<file path="src/lrupr_pkg.sv">
// shared constants for the lru page replacement core
package lrupr_pkg;

   localparam int FRAMES_DEFAULT    = 8;
   localparam int PAGE_BITS_DEFAULT = 16;

   // configuration register file
   localparam int CSR_AW            = 3;
   localparam int CSR_DW            = 32;
   localparam int FIU_W             = 4;
   localparam logic [FIU_W-1:0] FIU_RESET = 4'd3;
   localparam int REG_FRAMES_IN_USE = 0;

   // result field widths
   localparam int FRAME_OUT_W = 3;
   localparam int EVICT_W     = 16;
   localparam int FAULT_W     = 32;

endpackage

</file>
<file path="src/lrupr_ram.sv">
// generic simple dual port ram with registered read
module lrupr_ram #(
   parameter int WIDTH = 16,
   parameter int DEPTH = 8,
   localparam int AW = (DEPTH > 1) ? $clog2(DEPTH) : 1
) (
   input  logic             clock,
   input  logic             wr_en,
   input  logic [AW-1:0]    wr_addr,
   input  logic [WIDTH-1:0] wr_data,
   input  logic             rd_en,
   input  logic [AW-1:0]    rd_addr,
   output logic [WIDTH-1:0] rd_data
);

   logic [WIDTH-1:0] mem [DEPTH];
   logic [WIDTH-1:0] rd_data_ff;

   always_ff @(posedge clock) begin
      if (wr_en) begin
         mem[wr_addr] <= wr_data;
      end
      if (rd_en) begin
         rd_data_ff <= mem[rd_addr];
      end
   end

   assign rd_data = rd_data_ff;

endmodule

</file>
<file path="src/lrupr_csr.sv">
// apb register file holding the managed frame count
module lrupr_csr
   import lrupr_pkg::*;
(
   input  logic              clock,
   input  logic              reset,
   input  logic              psel,
   input  logic              penable,
   input  logic              pwrite,
   input  logic [CSR_AW-1:0] paddr,
   input  logic [CSR_DW-1:0] pwdata,
   output logic [CSR_DW-1:0] prdata,
   output logic              pready,
   output logic [FIU_W-1:0]  frames_in_use
);

   logic [FIU_W-1:0] frames_in_use_ff;
   logic [FIU_W-1:0] frames_in_use_in;
   logic             sel_fiu;

   assign sel_fiu = (paddr[CSR_AW-1:2] == (CSR_AW-2)'(REG_FRAMES_IN_USE));

   always_comb begin
      frames_in_use_in = frames_in_use_ff;
      if (psel && penable && pwrite && sel_fiu) begin
         frames_in_use_in = pwdata[FIU_W-1:0];
      end
   end

   always_ff @(posedge clock) begin
      if (reset) begin
         frames_in_use_ff <= FIU_RESET;
      end else begin
         frames_in_use_ff <= frames_in_use_in;
      end
   end

   assign prdata        = sel_fiu ? CSR_DW'(frames_in_use_ff) : '0;
   assign pready        = 1'b1;
   assign frames_in_use = frames_in_use_ff;

endmodule

</file>
<file path="src/lrupr_rank.sv">
// per-frame valid bits and recency ranks with parallel touch update
module lrupr_rank #(
   parameter int FRAMES = 8,
   localparam int IDX_W  = (FRAMES > 1) ? $clog2(FRAMES) : 1,
   localparam int RANK_W = IDX_W,
   localparam int CNT_W  = $clog2(FRAMES + 1)
) (
   input  logic                           clock,
   input  logic                           reset,
   input  logic [CNT_W-1:0]               frames_eff,
   input  logic                           touch_en,
   input  logic [IDX_W-1:0]               touch_slot,
   input  logic                           touch_miss,
   output logic [FRAMES-1:0]              frame_valid,
   output logic [FRAMES-1:0][RANK_W-1:0]  frame_rank
);

   localparam logic [RANK_W-1:0] RANK_MAX = RANK_W'(FRAMES - 1);

   logic [FRAMES-1:0]             valid_ff;
   logic [FRAMES-1:0]             valid_in;
   logic [FRAMES-1:0][RANK_W-1:0] rank_ff;
   logic [FRAMES-1:0][RANK_W-1:0] rank_in;
   logic [RANK_W-1:0]             prior;

   assign prior = rank_ff[touch_slot];

   always_comb begin
      valid_in = valid_ff;
      rank_in  = rank_ff;
      if (touch_en) begin
         for (int i = 0; i < FRAMES; i++) begin
            if (IDX_W'(i) == touch_slot) begin
               rank_in[i]  = '0;
               valid_in[i] = 1'b1;
            end else if (i < int'(frames_eff) && valid_ff[i] && rank_ff[i] < RANK_MAX &&
                         (touch_miss || rank_ff[i] < prior)) begin
               rank_in[i] = rank_ff[i] + 1'b1;
            end
         end
      end
   end

   always_ff @(posedge clock) begin
      if (reset) begin
         valid_ff <= '0;
         rank_ff  <= '0;
      end else begin
         valid_ff <= valid_in;
         rank_ff  <= rank_in;
      end
   end

   assign frame_valid = valid_ff;
   assign frame_rank  = rank_ff;

endmodule

</file>
<file path="src/lru_page_replacement_core.sv">
// lru page replacement core: frame scan sequencer over the page ram
// a reference scans the page ram one read per cycle, stopping at the matching frame
// on a hit and covering all m managed frames on a miss; an update state then updates
// ranks and writes the page on a miss, waiting while a stalled result is still held
// the result sits in an output register, so the next reference is taken meanwhile
// synchronous reset empties all frames, zeroes ranks and fault count, frame count 3
module lru_page_replacement_core
   import lrupr_pkg::*;
#(
   parameter int FRAMES    = FRAMES_DEFAULT,
   parameter int PAGE_BITS = PAGE_BITS_DEFAULT
) (
   input  logic                   clock,
   input  logic                   reset,
   input  logic                   req_valid,
   output logic                   req_stall,
   input  logic [PAGE_BITS-1:0]   req_page,
   input  logic                   req_last_reference,
   output logic                   rsp_valid,
   input  logic                   rsp_stall,
   output logic                   rsp_hit,
   output logic [FRAME_OUT_W-1:0] rsp_frame_index,
   output logic                   rsp_evicted_valid,
   output logic [EVICT_W-1:0]     rsp_evicted_page,
   output logic [FAULT_W-1:0]     rsp_fault_count,
   output logic                   rsp_final_result,
   input  logic                   psel,
   input  logic                   penable,
   input  logic                   pwrite,
   input  logic [CSR_AW-1:0]      paddr,
   input  logic [CSR_DW-1:0]      pwdata,
   output logic [CSR_DW-1:0]      prdata,
   output logic                   pready
);

   localparam int IDX_W  = (FRAMES > 1) ? $clog2(FRAMES) : 1;
   localparam int RANK_W = IDX_W;
   localparam int CNT_W  = $clog2(FRAMES + 1);

   typedef enum logic [2:0] {
      ST_IDLE   = 3'b001,
      ST_SCAN   = 3'b010,
      ST_UPDATE = 3'b100
   } state_type;

   state_type                 state_ff, state_in;
   logic [PAGE_BITS-1:0]      page_ff, page_in;
   logic                      last_ff, last_in;
   logic [CNT_W-1:0]          m_ff, m_in;
   logic [CNT_W-1:0]          scan_idx_ff, scan_idx_in;
   logic                      cmp_vld_ff, cmp_vld_in;
   logic [IDX_W-1:0]          cmp_idx_ff, cmp_idx_in;
   logic                      found_ff, found_in;
   logic [IDX_W-1:0]          slot_ff, slot_in;
   logic [RANK_W-1:0]         best_ff, best_in;
   logic [IDX_W-1:0]          vict_ff, vict_in;
   logic [PAGE_BITS-1:0]      vict_page_ff, vict_page_in;
   logic [CNT_W-1:0]          filled_ff, filled_in;
   logic [FAULT_W-1:0]        faults_ff, faults_in;

   logic                      rsp_valid_ff, rsp_valid_in;
   logic                      rsp_hit_ff, rsp_hit_in;
   logic [FRAME_OUT_W-1:0]    rsp_frame_ff, rsp_frame_in;
   logic                      rsp_ev_valid_ff, rsp_ev_valid_in;
   logic [EVICT_W-1:0]        rsp_ev_page_ff, rsp_ev_page_in;
   logic [FAULT_W-1:0]        rsp_faults_ff, rsp_faults_in;
   logic                      rsp_final_ff, rsp_final_in;

   logic [FIU_W-1:0]          frames_in_use;
   logic [CNT_W-1:0]          m_eff;
   logic                      accept;
   logic                      rd_en;
   logic [PAGE_BITS-1:0]      rd_data;
   logic                      wr_en;
   logic [IDX_W-1:0]          upd_slot;
   logic                      upd_go;
   logic                      fill_free;
   logic [FRAMES-1:0]         frame_valid;
   logic [FRAMES-1:0][RANK_W-1:0] frame_rank;
   logic [IDX_W+FRAME_OUT_W-1:0]  slot_ext;
   logic [PAGE_BITS+EVICT_W-1:0]  vict_page_ext;

   lrupr_csr u_csr (
      .clock         (clock),
      .reset         (reset),
      .psel          (psel),
      .penable       (penable),
      .pwrite        (pwrite),
      .paddr         (paddr),
      .pwdata        (pwdata),
      .prdata        (prdata),
      .pready        (pready),
      .frames_in_use (frames_in_use)
   );

   // zero acts as one, anything above the frame count clips to it
   always_comb begin
      if (frames_in_use == '0) begin
         m_eff = CNT_W'(1);
      end else if (int'(frames_in_use) > FRAMES) begin
         m_eff = CNT_W'(FRAMES);
      end else begin
         m_eff = CNT_W'(frames_in_use);
      end
   end

   assign accept    = req_valid && !req_stall;
   assign req_stall = (state_ff != ST_IDLE);
   assign rd_en     = (state_ff == ST_SCAN) && (scan_idx_ff < m_ff);
   assign upd_go    = (state_ff == ST_UPDATE) && (!rsp_valid_ff || !rsp_stall);
   assign fill_free = (filled_ff < m_ff);
   assign upd_slot  = found_ff ? slot_ff : (fill_free ? filled_ff[IDX_W-1:0] : vict_ff);
   assign wr_en     = upd_go && !found_ff;
   assign slot_ext      = (IDX_W+FRAME_OUT_W)'(upd_slot);
   assign vict_page_ext = (PAGE_BITS+EVICT_W)'(vict_page_ff);

   lrupr_ram #(
      .WIDTH (PAGE_BITS),
      .DEPTH (FRAMES)
   ) u_page_ram (
      .clock   (clock),
      .wr_en   (wr_en),
      .wr_addr (upd_slot),
      .wr_data (page_ff),
      .rd_en   (rd_en),
      .rd_addr (scan_idx_ff[IDX_W-1:0]),
      .rd_data (rd_data)
   );

   lrupr_rank #(
      .FRAMES (FRAMES)
   ) u_rank (
      .clock       (clock),
      .reset       (reset),
      .frames_eff  (m_ff),
      .touch_en    (upd_go),
      .touch_slot  (upd_slot),
      .touch_miss  (!found_ff),
      .frame_valid (frame_valid),
      .frame_rank  (frame_rank)
   );

   always_comb begin
      state_in     = state_ff;
      page_in      = page_ff;
      last_in      = last_ff;
      m_in         = m_ff;
      scan_idx_in  = scan_idx_ff;
      cmp_vld_in   = rd_en;
      cmp_idx_in   = scan_idx_ff[IDX_W-1:0];
      found_in     = found_ff;
      slot_in      = slot_ff;
      best_in      = best_ff;
      vict_in      = vict_ff;
      vict_page_in = vict_page_ff;
      filled_in    = filled_ff;
      faults_in    = faults_ff;

      rsp_valid_in    = rsp_valid_ff && rsp_stall;
      rsp_hit_in      = rsp_hit_ff;
      rsp_frame_in    = rsp_frame_ff;
      rsp_ev_valid_in = rsp_ev_valid_ff;
      rsp_ev_page_in  = rsp_ev_page_ff;
      rsp_faults_in   = rsp_faults_ff;
      rsp_final_in    = rsp_final_ff;

      if (rd_en) begin
         scan_idx_in = scan_idx_ff + 1'b1;
      end

      case (state_ff)
         ST_IDLE: begin
            cmp_vld_in = 1'b0;
            if (accept) begin
               page_in     = req_page;
               last_in     = req_last_reference;
               m_in        = m_eff;
               scan_idx_in = '0;
               found_in    = 1'b0;
               state_in    = ST_SCAN;
            end
         end
         ST_SCAN: begin
            // compare follows the registered ram read, tracked by cmp_vld and cmp_idx
            if (cmp_vld_ff) begin
               if (frame_valid[cmp_idx_ff] && rd_data == page_ff) begin
                  found_in = 1'b1;
                  slot_in  = cmp_idx_ff;
                  state_in = ST_UPDATE;
               end else begin
                  if (cmp_idx_ff == '0 || frame_rank[cmp_idx_ff] > best_ff) begin
                     best_in      = frame_rank[cmp_idx_ff];
                     vict_in      = cmp_idx_ff;
                     vict_page_in = rd_data;
                  end
                  if (CNT_W'(cmp_idx_ff) == m_ff - 1'b1) begin
                     state_in = ST_UPDATE;
                  end
               end
            end
         end
         ST_UPDATE: begin
            if (upd_go) begin
               if (!found_ff) begin
                  if (faults_ff != '1) begin
                     faults_in = faults_ff + 1'b1;
                  end
                  if (fill_free) begin
                     filled_in = filled_ff + 1'b1;
                  end
               end
               rsp_valid_in    = 1'b1;
               rsp_hit_in      = found_ff;
               rsp_frame_in    = slot_ext[FRAME_OUT_W-1:0];
               rsp_ev_valid_in = !found_ff && !fill_free && frame_valid[vict_ff];
               rsp_ev_page_in  = (!found_ff && !fill_free && frame_valid[vict_ff]) ?
                                 vict_page_ext[EVICT_W-1:0] : '0;
               rsp_faults_in   = (!found_ff && faults_ff != '1) ? faults_ff + 1'b1 : faults_ff;
               rsp_final_in    = last_ff;
               state_in        = ST_IDLE;
            end
         end
         default: begin
            state_in = ST_IDLE;
         end
      endcase
   end

   always_ff @(posedge clock) begin
      if (reset) begin
         state_ff     <= ST_IDLE;
         cmp_vld_ff   <= 1'b0;
         filled_ff    <= '0;
         faults_ff    <= '0;
         rsp_valid_ff <= 1'b0;
      end else begin
         state_ff     <= state_in;
         cmp_vld_ff   <= cmp_vld_in;
         filled_ff    <= filled_in;
         faults_ff    <= faults_in;
         rsp_valid_ff <= rsp_valid_in;
      end
   end

   always_ff @(posedge clock) begin
      page_ff         <= page_in;
      last_ff         <= last_in;
      m_ff            <= m_in;
      scan_idx_ff     <= scan_idx_in;
      cmp_idx_ff      <= cmp_idx_in;
      found_ff        <= found_in;
      slot_ff         <= slot_in;
      best_ff         <= best_in;
      vict_ff         <= vict_in;
      vict_page_ff    <= vict_page_in;
      rsp_hit_ff      <= rsp_hit_in;
      rsp_frame_ff    <= rsp_frame_in;
      rsp_ev_valid_ff <= rsp_ev_valid_in;
      rsp_ev_page_ff  <= rsp_ev_page_in;
      rsp_faults_ff   <= rsp_faults_in;
      rsp_final_ff    <= rsp_final_in;
   end

   assign rsp_valid         = rsp_valid_ff;
   assign rsp_hit           = rsp_hit_ff;
   assign rsp_frame_index   = rsp_frame_ff;
   assign rsp_evicted_valid = rsp_ev_valid_ff;
   assign rsp_evicted_page  = rsp_ev_page_ff;
   assign rsp_fault_count   = rsp_faults_ff;
   assign rsp_final_result  = rsp_final_ff;

endmodule

</file>
<file path="config.mk">
export PLATFORM = sky130hd
export DESIGN_NAME = lru_page_replacement_core
export DESIGN_NICKNAME = d
export VERILOG_FILES = /design/src/lrupr_pkg.sv /design/src/lrupr_ram.sv /design/src/lrupr_csr.sv /design/src/lrupr_rank.sv /design/src/lru_page_replacement_core.sv
export SDC_FILE = /design/constraint.sdc
export NUM_CORES = 1
export LEC_CHECK = 0
export BUFFER_PORTS_ARGS = -buffer_cell sky130_fd_sc_hd__buf_2
export CORE_MARGIN = 3
export CORE_UTILIZATION = 54
export CTS_CLUSTER_SIZE = 16
export DETAILED_ROUTE_END_ITERATION = 8
export HOLD_SLACK_MARGIN = 0.06
export PLACE_DENSITY = 0.75
export REMOVE_ABC_BUFFERS = 1
export SYNTH_ARGS = -nofsm -noshare
export SYNTH_HDL_FRONTEND = slang
export SYNTH_SLANG_ARGS = --single-unit
export TNS_END_PERCENT = 20
</file>
<file path="constraint.sdc">
create_clock -name clock -period 4.4 [get_ports clock]
set_input_delay 0.22 -clock clock [delete_from_list [all_inputs] [get_ports clock]]
set_output_delay 0.22 -clock clock [all_outputs]
set_load 0.005 [all_outputs]
</file>
==> flow_summary_export.csv <==
group,metric,value,unit
run_status,status,"complete, no violations",
placed_design,io_buffers,88,
hold_path,hold_end,"u_csr.frames_in_use[0]",
timing,fin_crit,4.165,ns
logic_synthesis,ys_ff_latch,329,
global_routing,grt_overflow,0,
logic_synthesis,ys_warn_count,0,
timing,fin_setup_tns,0,ns
logic_synthesis,synthDistinctLibCells,81,
placed_design,place_congestion,0.9250,
setup_path,r2r-start,"m_ff[2]",
flow_run,max_cap_violations,0,
floorplanning,chipWidth,172.1,um
logic_synthesis,yosys.area.top_type,"edfxtp_1",
global_routing,grt.busiest_layer,"met2",
finish,drive_above_1_share,19.63,%
timing,rsz0062_at_grt,"false",
setup_path,reg2reg_setup_slack,0.23,ns
logic_synthesis,synth_area,14890,sq um
power_and_ir_drop,max-vdd-ir-drop,0.3384,mV
clock_network,cts_buffer_depth,3,
global_routing,track_usage,20.93,%
finish,antenna_cells,0,
detailed_routing,wl_per_cell,18.95,um
placed_design,placedCellCount,1550,
setup_path,crit_chain,"inv_1, ha_1, o21ai_1, and2_4, or3b_2, a21o_4, inv_2, nand2_1, and3_1, a211oi_2, a31oi_2, buf_4, ha_1, nand2_1, nand3_1, nor3_1, nor3b_1, o21ai_0, o21ai_0",
detailed_routing,totalWireLength,30990,um
timing,setup_violations,0,
hold_path,hold_depth,3,
detailed_routing,drc,0,
setup_path,startpoint_type,"register",
finish,fillers,1999,
logic_synthesis,synth_common_cells,"245 x edfxtp_1, 93 x nand2_1, 86 x nor2_1",
logic_synthesis,synthArstFlopShare,0,%
setup_path,cp_slowest_cell,"edfxtp_1",
setup_path,r2r-end,"u_rank.frame_rank[7]",
floorplanning,core,27030,sq um
setup_path,slowest_delay,0.49,ns
logic_synthesis,yosysTopAreaCellShare,49.41,%
detailed_routing,vias_per_cell,5.878,
logic_synthesis,syn-instance-count,1143,
finish,syn_to_final_growth,14.37,%
hold_path,hold_class,"primary input to register",
logic_synthesis,synthTopCellsByArea,"edfxtp_1 49%, dfxtp_1 11%, mux4_2 6.4%, xnor2_1 2.8%, ha_1 2.6%",
timing,worst_slew_margin_rel,32.73,%
logic_synthesis,avgSynthCellArea,13.03,sq um
global_routing,grt_util_met3,3.658,%
detailed_routing,drtIter0Drc,850,
finish,num-nets-final,1358,
setup_path,worstPathArrival,4.60,ns
global_routing,grt_pass1_wl,48940,um
timing,fmax,240.1,MHz
global_routing,grt_pass1_vias,9303,
finish,layout.cells.non_filler,1635,
power_and_ir_drop,finalPower,6.407,mW
global_routing,use_met1,28.27,%
setup_path,worst-setup-path-type,"register to register",
placed_design,dp_slack,0.1943,ns
power_and_ir_drop,leakagePower,5.869,nW
floorplanning,floorplan.rows,60,
power_and_ir_drop,power_density,376.2,nW/um^2
logic_synthesis,synth_edf_count,245,
global_routing,grt_use_met2,34.85,%
detailed_routing,antenna_left,0,
timing,slew_violations,0,
clock_network,numCtsBuffers,35,
clock_network,cts_tree,"yes",
clock_network,clkTransAtPathRegs,0.06,ns
detailed_routing,dr.pass1.iters,5,
timing,fin_ws,0.2346,ns
setup_path,path_max_fanout,8,
setup_path,crit_required,4.83,ns
clock_network,cts.sinks,329,
floorplanning,ios,148,
clock_network,htree_num_levels,2,
floorplanning,die_y,172.1,um
timing,hold_viol_final,0,
placed_design,hpwl,19820,um
clock_network,cts-root-buf,"clkbuf_16",
clock_network,clk_latency,0.52,ns
detailed_routing,vias,9611,
global_routing,grt_start_max_net_pins,52,
global_routing,antenna_found_initial,0,
floorplanning,initial_core_util,55.09,%
hold_path,holdCritStartpoint,"pwrite",
timing,finClkSkew,0.01306,ns
setup_path,cp-end-kind,"register",
setup_path,ff2ff_path_depth,19,
timing,timing.final.crit_share,94.67,%
timing,hold-worst-slack,0.2070,ns
timing,tightest_slew,1.009,ns
logic_synthesis,ys.flop_type,"edfxtp_1",
floorplanning,die_area,29600,sq um
logic_synthesis,synth.most_common_cell,"edfxtp_1",
logic_synthesis,seq_area_frac_synth,60.71,%
## flip-flops by register name (all words and copies together) (netlist names), 4 cells and up
name                 cells
u_page_ram.mem         128
faults_ff               32
rsp_fault_count         32
u_rank.frame_rank       24
page_ff                 16
rsp_evicted_page        16
u_page_ram.rd_data      16
vict_page_ff            16
u_rank.frame_valid       8
filled_ff                4
m_ff                     4
scan_idx_ff              4
u_csr.frames_in_use      4
## cell families after synthesis
logic type      Yosys count  synth area share [%]
xor+xnor                 78                 4.588
buf+inv                 120                 3.865
other cells               2               0.05044
fa+ha+maj                34                 2.815
flops                   329                 60.71
compound gates          154                 7.496
mux                      73                 8.597
simple gates            353                 11.88
## report_power, final
group          switching (mW)  internal (mW)
registers              0.0504           3.35
clock network            1.16           1.60
logic                   0.131          0.107
## worst max-delay path, delay by kind of cell, from the launching register on
| family | cells | cell delay [ns] |
|---|---|---|
| AO/OA/AOI/OAI | 6 | 1.07 |
| flip-flops | 1 | 0.49 |
| adder cells (fa/ha/maj) | 2 | 0.44 |
| buffers and inverters | 3 | 0.51 |
| AND/OR/NAND/NOR | 8 | 1.58 |
## metrics by stage
stage	util (%)	instance area, sq um
6_report	63.01	17030
3_5_place_dp	58.08	15700
4_1_cts	62.95	17010
3_3_place_gp	58.08	15700
5_1_grt	63.01	17030
2_1_floorplan	-	14570
## placed cells by master, fill, tap and decap left out, types with 7 or more instances in the layout
cell	n
xor2_1	30
o211ai_1	16
ha_1	31
nand2b_1	10
and2_1	21
or3_1	11
buf_2	88
nor3_1	15
nand4_1	23
clkbuf_1	16
nor2_1	86
nand2_1	93
mux2i_1	12
and3_1	11
xnor2_1	48
dlygate4sd3_1	22
a221o_1	7
o22ai_1	8
inv_1	36
nor4_1	8
a31oi_1	12
nand3_1	25
conb_1	29
mux4_2	42
edfxtp_1	245
o21ai_0	20
dfxtp_1	83
nor2b_1	18
clkbuf_16	36
mux2_2	19
buf_4	31
a21oi_1	35
## repair_timing
item,in CTS,in global routing
setup endpoints to repair,0,14
endpoints found under the hold margin,22,0
setup buffers,0,0
hold buffers,22,0
resized for setup,0,3
## routing by layer
metal  wire (um)  up-vias  part of all wire (%)
met2       14940      427                    48
met4         846        0                   2.7
met5           0        -                     0
met3        2379       78                   7.7
li1            -     4469                     -
met1       12820     4637                    41
## cell type report
cell class	instances	area, sq um	share of cell area (%)
sequential	329	9040	53.09
timing repair buffer	141	893.4	5.246
clock inverter	7	80.08	0.4702
clock buffer	56	1016	5.966
inverter	40	150.1	0.8817
multi-input combinational	721	5423	31.84
tap	341	426.7	2.506
## how the worst max path moves through the flow
stage,start,to,slack (ns),cells after the start
after floorplan,m_ff[3],u_rank.frame_rank[1],0.26,18
after global placement,m_ff[2],u_rank.frame_rank[10],0.34,16
after detailed placement,m_ff[2],u_rank.frame_rank[10],0.19,16
after CTS,m_ff[2],u_rank.frame_rank[1],0.17,18
after global routing,m_ff[2],u_rank.frame_rank[17],0.02,19
final,m_ff[2],u_rank.frame_rank[7],0.23,19
No activity file was read; power rests on OpenSTA's default activity.
